==> src/rtl/core/hva_pkg.sv <==
// ----------------------------------------------------------------------------
// hva_pkg
// Shared widths, action and fault codes, payload types and fixed-point
// helpers for the homogeneous tuple ALU.
// ----------------------------------------------------------------------------
`default_nettype none

package hva_pkg;

  localparam int FRAC_BITS  = 16;
  localparam int WORD       = 32;
  localparam int LANES      = 3;
  localparam int COMPS      = 4;
  localparam int ACT_W      = 4;
  localparam int EPS_W      = 16;
  localparam int PROD_W     = 2 * WORD;
  localparam int SUM_W      = PROD_W + 2;
  localparam int RAD_W      = PROD_W;
  localparam int ROOT_W     = RAD_W / 2;
  localparam int SQ_STAGES  = ROOT_W;
  localparam int SQ_REM_W   = ROOT_W + 4;
  localparam int MAG_W      = ROOT_W + 1;
  localparam int DVS_W      = MAG_W + 1;
  localparam int NUM_W      = WORD + FRAC_BITS + 2;
  localparam int DIV_STAGES = NUM_W;

  localparam logic [EPS_W-1:0] EPS_RESET = EPS_W'(66);

  localparam logic signed [SUM_W-1:0] ONE_S  = SUM_W'(1) << FRAC_BITS;
  localparam logic signed [SUM_W-1:0] HALF_S = SUM_W'(1) << (FRAC_BITS - 1);
  localparam logic [WORD-1:0] WORD_MAX = {1'b0, {(WORD-1){1'b1}}};
  localparam logic [WORD-1:0] WORD_MIN = {1'b1, {(WORD-1){1'b0}}};

  localparam logic [ACT_W-1:0] ACT_ADD      = 4'd0;
  localparam logic [ACT_W-1:0] ACT_SUB      = 4'd1;
  localparam logic [ACT_W-1:0] ACT_SCALE    = 4'd2;
  localparam logic [ACT_W-1:0] ACT_DIV      = 4'd3;
  localparam logic [ACT_W-1:0] ACT_MAG      = 4'd4;
  localparam logic [ACT_W-1:0] ACT_NORM     = 4'd5;
  localparam logic [ACT_W-1:0] ACT_DOT      = 4'd6;
  localparam logic [ACT_W-1:0] ACT_CROSS    = 4'd7;
  localparam logic [ACT_W-1:0] ACT_ELEM     = 4'd8;
  localparam logic [ACT_W-1:0] ACT_EQUAL    = 4'd9;
  localparam logic [ACT_W-1:0] ACT_CLASSIFY = 4'd10;

  localparam logic [1:0] FLT_NONE = 2'd0;
  localparam logic [1:0] FLT_SAT  = 2'd1;
  localparam logic [1:0] FLT_DIVZ = 2'd2;

  typedef logic [COMPS-1:0][WORD-1:0] tuple_t;

  typedef struct packed {
    tuple_t           r;
    logic [WORD-1:0]  sc;
    logic             flag;
    logic [1:0]       fault;
  } res_t;

  typedef struct packed {
    logic [ACT_W-1:0] action;
    res_t             res;
    tuple_t           a;
    logic [WORD-1:0]  s;
    logic             isva;
  } mid_t;

  function automatic logic signed [SUM_W-1:0] sext_word(input logic [WORD-1:0] v);
    return {{(SUM_W-WORD){v[WORD-1]}}, v};
  endfunction

  function automatic logic signed [SUM_W-1:0] sext_prod(input logic [PROD_W-1:0] v);
    return {{(SUM_W-PROD_W){v[PROD_W-1]}}, v};
  endfunction

  function automatic logic [WORD-1:0] abs_word(input logic [WORD-1:0] v);
    return v[WORD-1] ? (~v + WORD'(1)) : v;
  endfunction

  // {overflow, clamped word}
  function automatic logic [WORD:0] sat_word(input logic signed [SUM_W-1:0] v);
    logic            ovf;
    logic [WORD-1:0] val;
    ovf = (v[SUM_W-1:WORD-1] != {(SUM_W-WORD+1){1'b0}}) &&
          (v[SUM_W-1:WORD-1] != {(SUM_W-WORD+1){1'b1}});
    val = ovf ? (v[SUM_W-1] ? WORD_MIN : WORD_MAX) : v[WORD-1:0];
    return {ovf, val};
  endfunction

  // round half up to FRAC_BITS, then clamp
  function automatic logic [WORD:0] round_sat(input logic signed [SUM_W-1:0] v);
    logic signed [SUM_W-1:0] t;
    t = (v + HALF_S) >>> FRAC_BITS;
    return sat_word(t);
  endfunction

endpackage

`default_nettype wire

==> src/rtl/core/hva_out_fifo.sv <==
// ----------------------------------------------------------------------------
// hva_out_fifo
// Two-entry result queue that decouples the pipeline from the output
// handshake.
// ----------------------------------------------------------------------------
`default_nettype none

module hva_out_fifo (
  input  wire logic           clk,
  input  wire logic           rst,
  input  wire logic           push,
  input  wire hva_pkg::res_t  push_data,
  input  wire logic           pop,
  output logic                full,
  output logic                valid,
  output hva_pkg::res_t       data
);
  import hva_pkg::*;

  res_t       mem [2];
  logic       wr, rd;
  logic [1:0] cnt;

  always_ff @(posedge clk) begin
    if (rst) begin
      wr  <= 1'b0;
      rd  <= 1'b0;
      cnt <= 2'd0;
    end else begin
      if (push) wr <= ~wr;
      if (pop)  rd <= ~rd;
      cnt <= cnt + 2'(push) - 2'(pop);
    end
  end

  always_ff @(posedge clk) begin
    if (push) mem[wr] <= push_data;
  end

  assign valid = (cnt != 2'd0);
  assign full  = (cnt == 2'd2);
  assign data  = mem[rd];

endmodule

`default_nettype wire

==> config.mk <==
export PLATFORM = sky130hd
export DESIGN_NAME = hva_out_fifo
export DESIGN_NICKNAME = d
export VERILOG_FILES = /design/src/rtl/core/hva_pkg.sv /design/src/rtl/core/hva_out_fifo.sv
export SDC_FILE = /design/constraint.sdc
export NUM_CORES = 1
export LEC_CHECK = 0
export BUFFER_PORTS_ARGS = -buffer_cell sky130_fd_sc_hd__buf_4
export CORE_ASPECT_RATIO = 1.2
export CORE_MARGIN = 3
export CORE_UTILIZATION = 55
export DETAILED_ROUTE_END_ITERATION = 8
export PLACE_DENSITY_LB_ADDON = 0.25
export SLEW_MARGIN = 20
export SYNTH_ARGS = -nofsm -noshare
export SYNTH_HDL_FRONTEND = slang
export SYNTH_SLANG_ARGS = --single-unit
==> constraint.sdc <==
create_clock -name clk -period 20.2 [get_ports clk]
set_clock_uncertainty 0.05 [all_clocks]
set_input_delay 3.03 -clock clk [delete_from_list [all_inputs] [get_ports clk]]
set_output_delay 3.03 -clock clk [all_outputs]
set_load 0.1 [all_outputs]
* Word level (Yosys, flattened, before mapping) *
Memory sizes are Yosys's and may differ from the RTL's. A register that Yosys moved wholly into a read port is not among the register bits.
Index checks and enable logic that the tools add are counted.

storage, ports and cells
  register bits = 4
  RAM bits = 326
  bits of input ports = 167
  output and inout bits = 165
  logic and storage cells = 14
  memories kept = 1

operators by class
  add/sub/neg operators = 2
  eq/ne operators = 1
  mux-type cells = 4
  bitwise operators = 2
  reduce and logical (&&, ||, !) cells = 1

memory list
  memory  depth  bits a word  read ports  clocked after memory_dff  write ports  RTL line            RTL
  mem     2      163          1           1                         1            hva_out_fifo.sv:20  res_t mem [2];

operator list
  operator              number
  $mux W1               4
  $add A2 B1 Y2         1
  $eq A2 B2 Y1 const B  1
  $not A1 Y1            2
  $reduce_bool A2 Y1    1
  $sub A2 B1 Y2         1

* Depth between registers and ports, before layout *
Gate-level depths: netlist (run 1).

  depth in word-level cells = 3
  mapped depth = 6
  depth with buffers taken out = 6

* Worst setup path after synthesis (run 1) *
No wires, ideal clock.

  kind = input-to-reg
  from = in push
  to = mem mem[0][0] (netlist name) (enable)
  setup time = 708 ps
  arrival = 10073 ps
  data required time = 19442 ps
  setup slack = 9369 ps
  stages on the path = 1
  path buffers = 0
  cell sequence = nor2b_1

between the ends
  longest elaborated chain between the ends = 2

ends and longest elaborated chain
  element                        RTL line            RTL
  start: declaration             hva_out_fifo.sv:11  input wire logic push,
  $mux W1                        hva_out_fifo.sv:37  if (push) mem[wr] <= push_data;
  $mux W1 (implied by the code)  hva_out_fifo.sv:37
  end: declaration               hva_out_fifo.sv:20

Every way passes these cells.

==> results_dict.tcl, run 1 <==
set metrics [dict create \
    status "finished clean" \
    synth_top_area_cell "edfxtp_1" \
    synth_fp_nets 697 \
    worstPathMaxFanout 67 \
    cellLeakagePower_nw 6.12 \
    syn_area_sq_um 12300 \
    io_pins 332 \
    ys_ff_latch 331 \
    fin_util_pct 73.2 \
    yosysSeqAreaShare_pct 80.7 \
    slew_headroom_pct 25.4 \
    final_nets 1049 \
    grt_max_degree 87 \
    gp_congestion 0.799 \
    drt-total-wl_mm 24.4 \
    die_x_um 142 \
    fin_area_sq_um 15900 \
    rows 59 \
    netlist_instances 528 \
    cts_setup_buffers 0 \
    clkPwrFrac_pct 29.2 \
    start_util_pct 56.3 \
    rsz0062_at_grt "false" \
    dieArea_sq_um 24100 \
    finalCritPeriodShare_pct 28.8 \
    final.setup.tns_ns 0 \
    antenna_found_initial 0 \
    power.share.sequential_pct 45.1 \
    drtPass1Iterations 4 \
    yosysUniqueCellTypes 14 \
    core-area_sq_um 21800 \
    total_power_mw 1.81 \
    fin_crit_ns 5.81 \
    cts_resized 0 \
    timing.fmax_ghz 0.172 \
    syn_avg_cell_area_sq_um 23.2 \
    worstPathCellList "buf_4 -> mux2_2 -> buf_4" \
    htreeDepth 1 \
    drv_cap 0 \
    n_antenna_cell 0 \
    worstMarginPinSlew_ns 1.12 \
    synth.area.top_cells "edfxtp_1 (80%), mux2_4 (8.6%), mux2_2 (8.5%), buf_6 (0.83%), dfxtp_1 (0.82%)" \
    clk_latency_ns 0.53 \
    cp_data_arrival_time_ns 2.73 \
    vdd_drop_max_uv 109 \
    layout-drive-gt1-share_pct 59.8 \
    grt_pass1_wl_mm 35.4 \
    final_max_slew_viol_count 0 \
    cts_made_buffers 31 \
    crit_required_ns 17.12 \
    yosysTopAreaCellShare_pct 79.9 \
    dp_slack_ns 14.62 \
    critPathKind "flop to output pin" \
    ant_nets 0 \
    holdWs_ns 0.474 \
    p_sw_mw 0.583 \
    postCtsHoldBufs 0 \
    p_per_area_nw_per_um2 113 \
    port_buffers 331 \
    cpMostUsedCell "buf_4" \
    grt_pass1_vias 6632 \
    cts_root_buffer "clkbuf_16" \
    fillers 1323 \
    drt-initial-drc-count 298 \
    cts_tree "built" \
    grt.overflow.total 0 \
    combPwrFrac_pct 25.7 \
    layout.cells.non_filler 1177 \
    hold_viol 0 \
    vias_per_cell 5.24 \
    clkTransAtPathRegs_ns 0.06 \
    cts_sinks 331 \
    route.detailed.drc 0 \
    swShare_pct 32.2 \
    cpMaxStageDelayCell "buf_4" \
    setup_violations 0 \
    wl_per_cell_um 20.7 \
    chipHeight_um 170 \
    intPower_mw 1.22 \
    cp-start-kind "flop" \
    placed_cells_incl_taps 1120 \
    endpoint_kind "output pin" \
    vias 6168 \
    clk_path_buf_depth 3 \
    dpl_cell_area_sq_um 15000 \
    cpPeakStageDelay_ns 0.90 \
    area_growth_pct 30.1 \
    grtUsageTotal_pct 19.1 \
    postLayoutSetupSlackWorst_ns 14.39 \
    yosysWarningCount 0 \
    hold_path.class "flop to flop" \
]
==> final timing paths <==
path,end,slack (ns),depth (start not counted),from
worst max-delay path,data[1],14.39,3,flop
worst min-delay path,flop,0.47,2,rd$_SDFFE_PP0P_
worst max register to register,mem[0][110]$_DFFE_PP_,18.03,2,wr$_SDFFE_PP0P_
worst min register to register,flop,0.47,2,rd$_SDFFE_PP0P_
==> cells by family after synthesis <==
family | Yosys count | synth area share [%]
flip-flops | 331 | 80.7
AND/OR/NAND/NOR | 9 | 0.378
adder cells (fa/ha/maj) | 2 | 0.204
buffers and inverters | 20 | 1.26
XOR/XNOR | 3 | 0.327
multiplexers | 163 | 17.1
==> routing by layer <==
layer  share of wire, %  GRT usage [%]  vias up
met1                 35           21.5     3056
li1                   -              -     2802
met2                 52           34.0      256
met5                  0              0        -
met4                4.3           7.85        0
met3                8.3           5.33       54
==> final cells by class <==
type / count / area (sq um) / share of cell area (%)
Sequential cell: 331 / 9890 / 62.0
Timing Repair Buffer: 337 / 2560 / 16.0
Multi-Input combinational cell: 177 / 2220 / 13.9
Clock buffer: 41 / 813 / 5.10
Tap cell: 274 / 343 / 2.15
Clock inverter: 15 / 113 / 0.706
Inverter: 2 / 7.51 / 0.0471
==> cell usage after synthesis <==
cell type / count
edfxtp_1: 326
mux2_2: 93
mux2_4: 70
buf_2: 9
buf_6: 9
dfxtp_1: 5
nor2_1: 4
nor2b_1: 3
ha_1: 2
inv_1: 2
xnor2_1: 2
and2_1: 1
or2_2: 1
xnor3_1: 1
==> critical path, delay by kind of cell, from the launching register on <==
kind / cells / cell delay (ns)
flip-flops: 1 / 0.55
buffers and inverters: 2 / 1.13
multiplexers: 1 / 0.43
==> power groups by stage <==
stage / registers, mW / logic (mW) / clock network [mW]
floorplan: 0.832 / 0.366 / 0
global placement: 0.826 / 0.460 / 0
detailed placement: 0.830 / 0.466 / 0
CTS: 0.816 / 0.466 / 0.543
global route: 0.819 / 0.477 / 0.571
finish: 0.815 / 0.464 / 0.528
==> registers in the layout, summed over array words and instances (netlist names), named ones only <==
name,count
cnt,2
mem,326
wr,1
rd,1
==> placed cells by master (no fill, tap or decap), drive strengths merged <==
cell type / count
edfxtp: 326
buf: 337
xnor3: 1
and2: 1
ha: 2
clkinv: 13
inv: 2
nor2: 4
bufinv: 2
nor2b: 3
xnor2: 2
or2: 1
clkbuf: 41
dfxtp: 5
mux2: 163
Note: power is estimated with default switching activity, not from simulation.
==> run 2, diff against run 1 <==
--- a/config.mk
+++ b/config.mk
@@ -8,7 +8,7 @@
 export BUFFER_PORTS_ARGS = -buffer_cell sky130_fd_sc_hd__buf_4
 export CORE_ASPECT_RATIO = 1.2
 export CORE_MARGIN = 3
-export CORE_UTILIZATION = 55
+export CORE_UTILIZATION = 47
 export DETAILED_ROUTE_END_ITERATION = 8
 export PLACE_DENSITY_LB_ADDON = 0.25
 export SLEW_MARGIN = 20
==> constraint.sdc (replaced) <==
create_clock -name clk -period 5.2 [get_ports clk]
set_clock_uncertainty 0.05 [all_clocks]
set_input_delay 0.78 -clock clk [delete_from_list [all_inputs] [get_ports clk]]
set_output_delay 0.78 -clock clk [all_outputs]
set_load 0.1 [all_outputs]
==> run 2 against run 1 <==
  * Global-route usage down 2.6 points
  * Count of clock-buffer cells in the layout is 6 higher
  * Sequential share of layout area is 0.72 points lower
  * Via count shrank 1.3%
  * Design area grew 1.2%
  * Critical path depth is the same
  * First-iteration DRC count shrank 6.7%
  * Power grew to 4.0 times the previous value
  * Sequential power rose to 3.9 times the previous value
  * Clock power rose to 4.2 times the previous value
==> results_dict.tcl, run 2 (synthesis results as in run 1) <==
set metrics [dict create \
    fillers 1857 \
    slew_headroom_pct 27.3 \
    vias 6090 \
    cts_made_buffers 34 \
    cts_root_buffer "clkbuf_16" \
    hold_viol 0 \
    final_max_slew_viol_count 0 \
    dieArea_sq_um 28100 \
    endpoint_kind "output pin" \
    area_growth_pct 31.7 \
    cellLeakagePower_nw 6.17 \
    antenna_found_initial 1 \
    status "finished clean" \
    crit_required_ns 4.37 \
    layout_commonest_cell "buf_4" \
    vdd_drop_max_uv 296 \
    final_nets 1053 \
    final_cell_mix "buf_4 (336), edfxtp_1 (326), mux2_2 (93)" \
    ant_nets 0 \
    grt_pass1_vias 6662 \
    setup_violations 0 \
    cts_sinks 331 \
    grt_pass1_wl_mm 35.9 \
    finalCritPeriodShare_pct 65.0 \
    dpl.hpwl_mm 16.1 \
    p_per_area_nw_per_um2 446 \
    chipHeight_um 183 \
    drv_cap 0 \
    drtPass1Iterations 5 \
    grtUsageTotal_pct 16.5 \
    core-area_sq_um 25500 \
    postCtsHoldBufs 0 \
    layout-drive-gt1-share_pct 60.2 \
    drt-initial-drc-count 278 \
    route.detailed.drc 0 \
    dpl_cell_area_sq_um 15100 \
    fin_crit_ns 3.38 \
    grt_max_degree 100 \
    clk_path_buf_depth 3 \
    cts_resized 0 \
    critPathKind "flop to output pin" \
    vias_per_cell 4.92 \
    fin_area_sq_um 16100 \
    cp-start-kind "flop" \
    drt-total-wl_mm 24.1 \
    hold_path.class "primary input to flop" \
    port_buffers 331 \
    cp_data_arrival_time_ns 2.55 \
    reg.largest.list "mem: 326 flops, cnt: 2 flops" \
    htreeDepth 2 \
    grt.overflow.total 0 \
    rows 64 \
    start_util_pct 48.0 \
    cts_tree "built" \
    timing.fmax_ghz 0.296 \
    final.setup.tns_ns 0 \
    clkTransAtPathRegs_ns 0.06 \
    gp_congestion 0.761 \
    rsz0062_at_grt "false" \
    worstPathMaxFanout 99 \
    io_pins 332 \
    largest_reg_flops 326 \
    worstMarginPinSlew_ns 1.09 \
    largest_register "mem" \
    cts_setup_buffers 0 \
    wl_per_cell_um 19.5 \
    die_x_um 153 \
    clk_latency_ns 0.50 \
]
[run 2: worst max-delay path, stage by stage (launching register included)]
cell and delay, ns:
dfxtp_4 0.73, buf_12 0.49, mux2_2 0.42, buf_4 0.23
[run 2: layout make-up]
| cell class | count | area, sq um | share of cell area (%) |
|---|---|---|---|
| flip-flops and latches | 331 | 9890 | 61.3 |
| repair buffers | 338 | 2560 | 15.9 |
| multi-input cells | 177 | 2220 | 13.8 |
| diodes | 1 | 2.50 | 0.0155 |
| inverters | 2 | 7.51 | 0.0465 |
| well taps | 330 | 413 | 2.56 |
| clock buffers | 47 | 963 | 5.97 |
| clock inverters | 11 | 72.6 | 0.450 |
[run 2: final timing paths]
| path | from | endpoint | cells past startpoint | slack, ns |
|---|---|---|---|---|
| setup / recovery | flop | data[85] | 3 | 1.82 |
| hold / removal | push_data[13] | mem[0][13]$_DFFE_PP_ | 1 | 0.41 |
| setup reg to reg | wr$_SDFFE_PP0P_ | mem[1][160]$_DFFE_PP_ | 2 | 3.04 |
| hold reg to reg | rd$_SDFFE_PP0P_ | flop | 2 | 0.46 |
[run 2: where the power goes]
| group | internal [mW] | total, mW | leakage, nW | switching [mW] |
|---|---|---|---|---|
| Combinational | 0.452 | 1.79 | 2.57 | 1.33 |
| Clock | 1.34 | 2.24 | 0.499 | 0.906 |
| Sequential | 3.12 | 3.17 | 3.10 | 0.0518 |
| Total | 4.91 | 7.20 | 6.17 | 2.29 |
[run 2: metal layers]
layer | routed length, um | part of all wire, % | track usage (%) | up-vias
li1 | - | - | - | 2813
met1 | 8410 | 35 | 17.6 | 2983
met2 | 12700 | 53 | 29.9 | 246
met3 | 2190 | 9.1 | 5.52 | 48
met4 | 738 | 3.1 | 7.00 | 0
met5 | 0 | 0 | 0 | -
[run 2: metrics by stage]
stage	hold slack (ns)	std cells	power [mW]	utilization, %	worst slack [ns]
after floorplan	0.430	528	4.64	-	0.136
after global placement	0.445	1178	5.01	59.1	2.35
after detailed placement	0.453	1178	5.03	59.1	2.33
after CTS	0.382	1236	7.29	63.2	1.79
after global routing	0.385	1237	7.45	63.2	1.72
final	0.411	1237	7.20	63.2	1.82
==> run 3, diff against run 2 <==
--- a/config.mk
+++ b/config.mk
@@ -8,7 +8,7 @@
 export BUFFER_PORTS_ARGS = -buffer_cell sky130_fd_sc_hd__buf_4
 export CORE_ASPECT_RATIO = 1.2
 export CORE_MARGIN = 3
-export CORE_UTILIZATION = 47
+export CORE_UTILIZATION = 52
 export DETAILED_ROUTE_END_ITERATION = 8
 export PLACE_DENSITY_LB_ADDON = 0.25
 export SLEW_MARGIN = 20
==> constraint.sdc (replaced) <==
create_clock -name clk -period 3.3 [get_ports clk]
set_clock_uncertainty 0.05 [all_clocks]
set_input_delay 0.495 -clock clk [delete_from_list [all_inputs] [get_ports clk]]
set_output_delay 0.495 -clock clk [all_outputs]
set_load 0.1 [all_outputs]
==> run 3 against run 2 <==
  * Setup slack got worse by 1.3 ns
  * Design area about the same
  * Global-route usage increased by 2.1 points
  * Routed wire length increased by 3.8%
  * Critical endpoint is now data[0]
  * Power increased by 56%
  * Critical path depth unchanged
  * Largest power group unchanged
  * Largest cell class unchanged
==> results_dict.tcl, run 3 (synthesis results as in run 1) <==
set metrics [dict create \
    hold_viol 0 \
    route.detailed.drc 0 \
    final_max_slew_viol_count 0 \
    cpPeakStageDelay_ns 0.76 \
    timing.fmax_ghz 0.358 \
    vias 6208 \
    rrSetupSlack_ns 1.42 \
    final.setup.tns_ns 0 \
    rr_worst_depth 2 \
    clk_latency_ns 0.54 \
    endpoint_kind "output pin" \
    placed_cells_incl_taps 1161 \
    fin_crit_ns 2.80 \
    total_power_mw 11.2 \
    grt_pass1_vias 6797 \
    crit_end "data[0]" \
    reg.largest.list "mem: 326 flops, cnt: 2 flops" \
    vdd_drop_max_uv 558 \
    final_cell_mix "buf_4 (334), edfxtp_1 (326), mux2_2 (93)" \
    status "finished clean" \
    dpl.hpwl_mm 17.3 \
    grt.overflow.total 0 \
    layout_commonest_cell "buf_4" \
    rsz0062_at_grt "false" \
    finalCritPeriodShare_pct 84.7 \
    worstMarginPinSlew_ns 0.622 \
    cp_data_arrival_time_ns 2.25 \
    worstPathMaxFanout 37 \
    start_util_pct 53.7 \
    cts_sinks 331 \
    grtUsageTotal_pct 18.6 \
    io_pins 332 \
    port_buffers 331 \
    layout.cells.non_filler 1219 \
    layout-drive-gt1-share_pct 60.9 \
    rows 60 \
    cts_root_buffer "clkbuf_16" \
    largest_reg_flops 326 \
    dieArea_sq_um 25400 \
    vias_per_cell 5.09 \
    grt_pass1_wl_mm 37.0 \
    n_antenna_cell 0 \
    fin_util_pct 70.7 \
    clk_path_buf_depth 3 \
    largest_register "mem" \
    postCtsHoldBufs 0 \
    cellLeakagePower_nw 6.19 \
    ant_nets 0 \
    chipHeight_um 174 \
    critPathKind "flop to output pin" \
    final_nets 1053 \
    drv_cap 0 \
    regToRegStartpoint "wr$_SDFFE_PP0P_" \
    wl_per_cell_um 20.5 \
    slew_headroom_pct 58.5 \
    antenna_found_initial 0 \
    die_x_um 146 \
    core-area_sq_um 22800 \
    r2r_end "mem[1][48]$_DFFE_PP_" \
    hold_path.class "primary input to flop" \
    cts_made_buffers 31 \
    cp-start-kind "flop" \
    crit_required_ns 2.75 \
    cts_setup_buffers 0 \
    cts_resized 0 \
    gp_congestion 0.772 \
    grt_max_degree 90 \
    clkTransAtPathRegs_ns 0.07 \
    area_growth_pct 31.7 \
    setup_violations 0 \
    cpMaxStageDelayCell "dfxtp_4" \
    worstPathCellList "buf_12 -> mux2_2 -> buf_4" \
    drtPass1Iterations 4 \
    cts_tree "built" \
    htreeDepth 1 \
    drt-total-wl_mm 25.0 \
    drt-initial-drc-count 280 \
    p_per_area_nw_per_um2 697 \
]
run 3: changes by cell type in the layout (fill, tap and decap cells not counted), sizes merged:
cell / previous run / this run
buf: 338 / 341
bufinv: 1 / 3
clkbuf: 47 / 35
clkinv: 9 / 16
clkinvlp: 1 / 2
diode: 1 / 0
inv: 2 / 4
run 3: metrics by stage:
step	setup WS (ns)	hold slack (ns)	cell area [sq um]
4_1_cts	0.456	0.0528	16100
2_1_floorplan	-0.123	0.430	12300
3_3_place_gp	1.08	0.447	15200
3_5_place_dp	1.05	0.448	15200
6_report	0.505	0.0770	16100
5_1_grt	0.402	0.0473	16100
run 3: critical path, delay by kind of cell (launching register included):
kind,cells,cell delay [ns]
mux,1,0.37
buf+inv,2,0.54
flops,1,0.76
run 3: routing by layer:
| layer | GRT usage, % | vias up | wire (um) |
|---|---|---|---|
| met5 | 0 | - | 0 |
| met4 | 7.10 | 0 | 945 |
| met3 | 5.74 | 64 | 2140 |
| met2 | 34.2 | 251 | 13500 |
| met1 | 20.0 | 3080 | 8460 |
| li1 | - | 2813 | - |
run 3: cell type report:
| cell class | instances | area [sq um] |
|---|---|---|
| sequential | 331 | 9890 |
| fill | 1435 | 6680 |
| timing repair buffer | 341 | 2650 |
| multi-input combinational | 177 | 2220 |
| clock buffer | 35 | 791 |
| tap | 310 | 388 |
| clock inverter | 23 | 193 |
| inverter | 2 | 7.51 |
run 3: power by group:
group	switching, mW	internal (mW)
Combinational	2.12	0.732
Sequential	0.0862	4.91
Clock	1.44	1.95
Total	3.65	7.60
run 3: worst min path at each step:
stage,to,slack (ns),startpoint,depth (start not counted)
2_1_floorplan,flop,0.43,rd$_SDFFE_PP0P_,2
3_3_place_gp,rd$_SDFFE_PP0P_,0.45,rd$_SDFFE_PP0P_,2
3_5_place_dp,flop,0.45,rd$_SDFFE_PP0P_,2
4_1_cts,flop,0.05,rst,2
5_1_grt,mem[1][141]$_DFFE_PP_,0.05,push_data[141],1
6_report,mem[1][75]$_DFFE_PP_,0.08,push_data[75],1
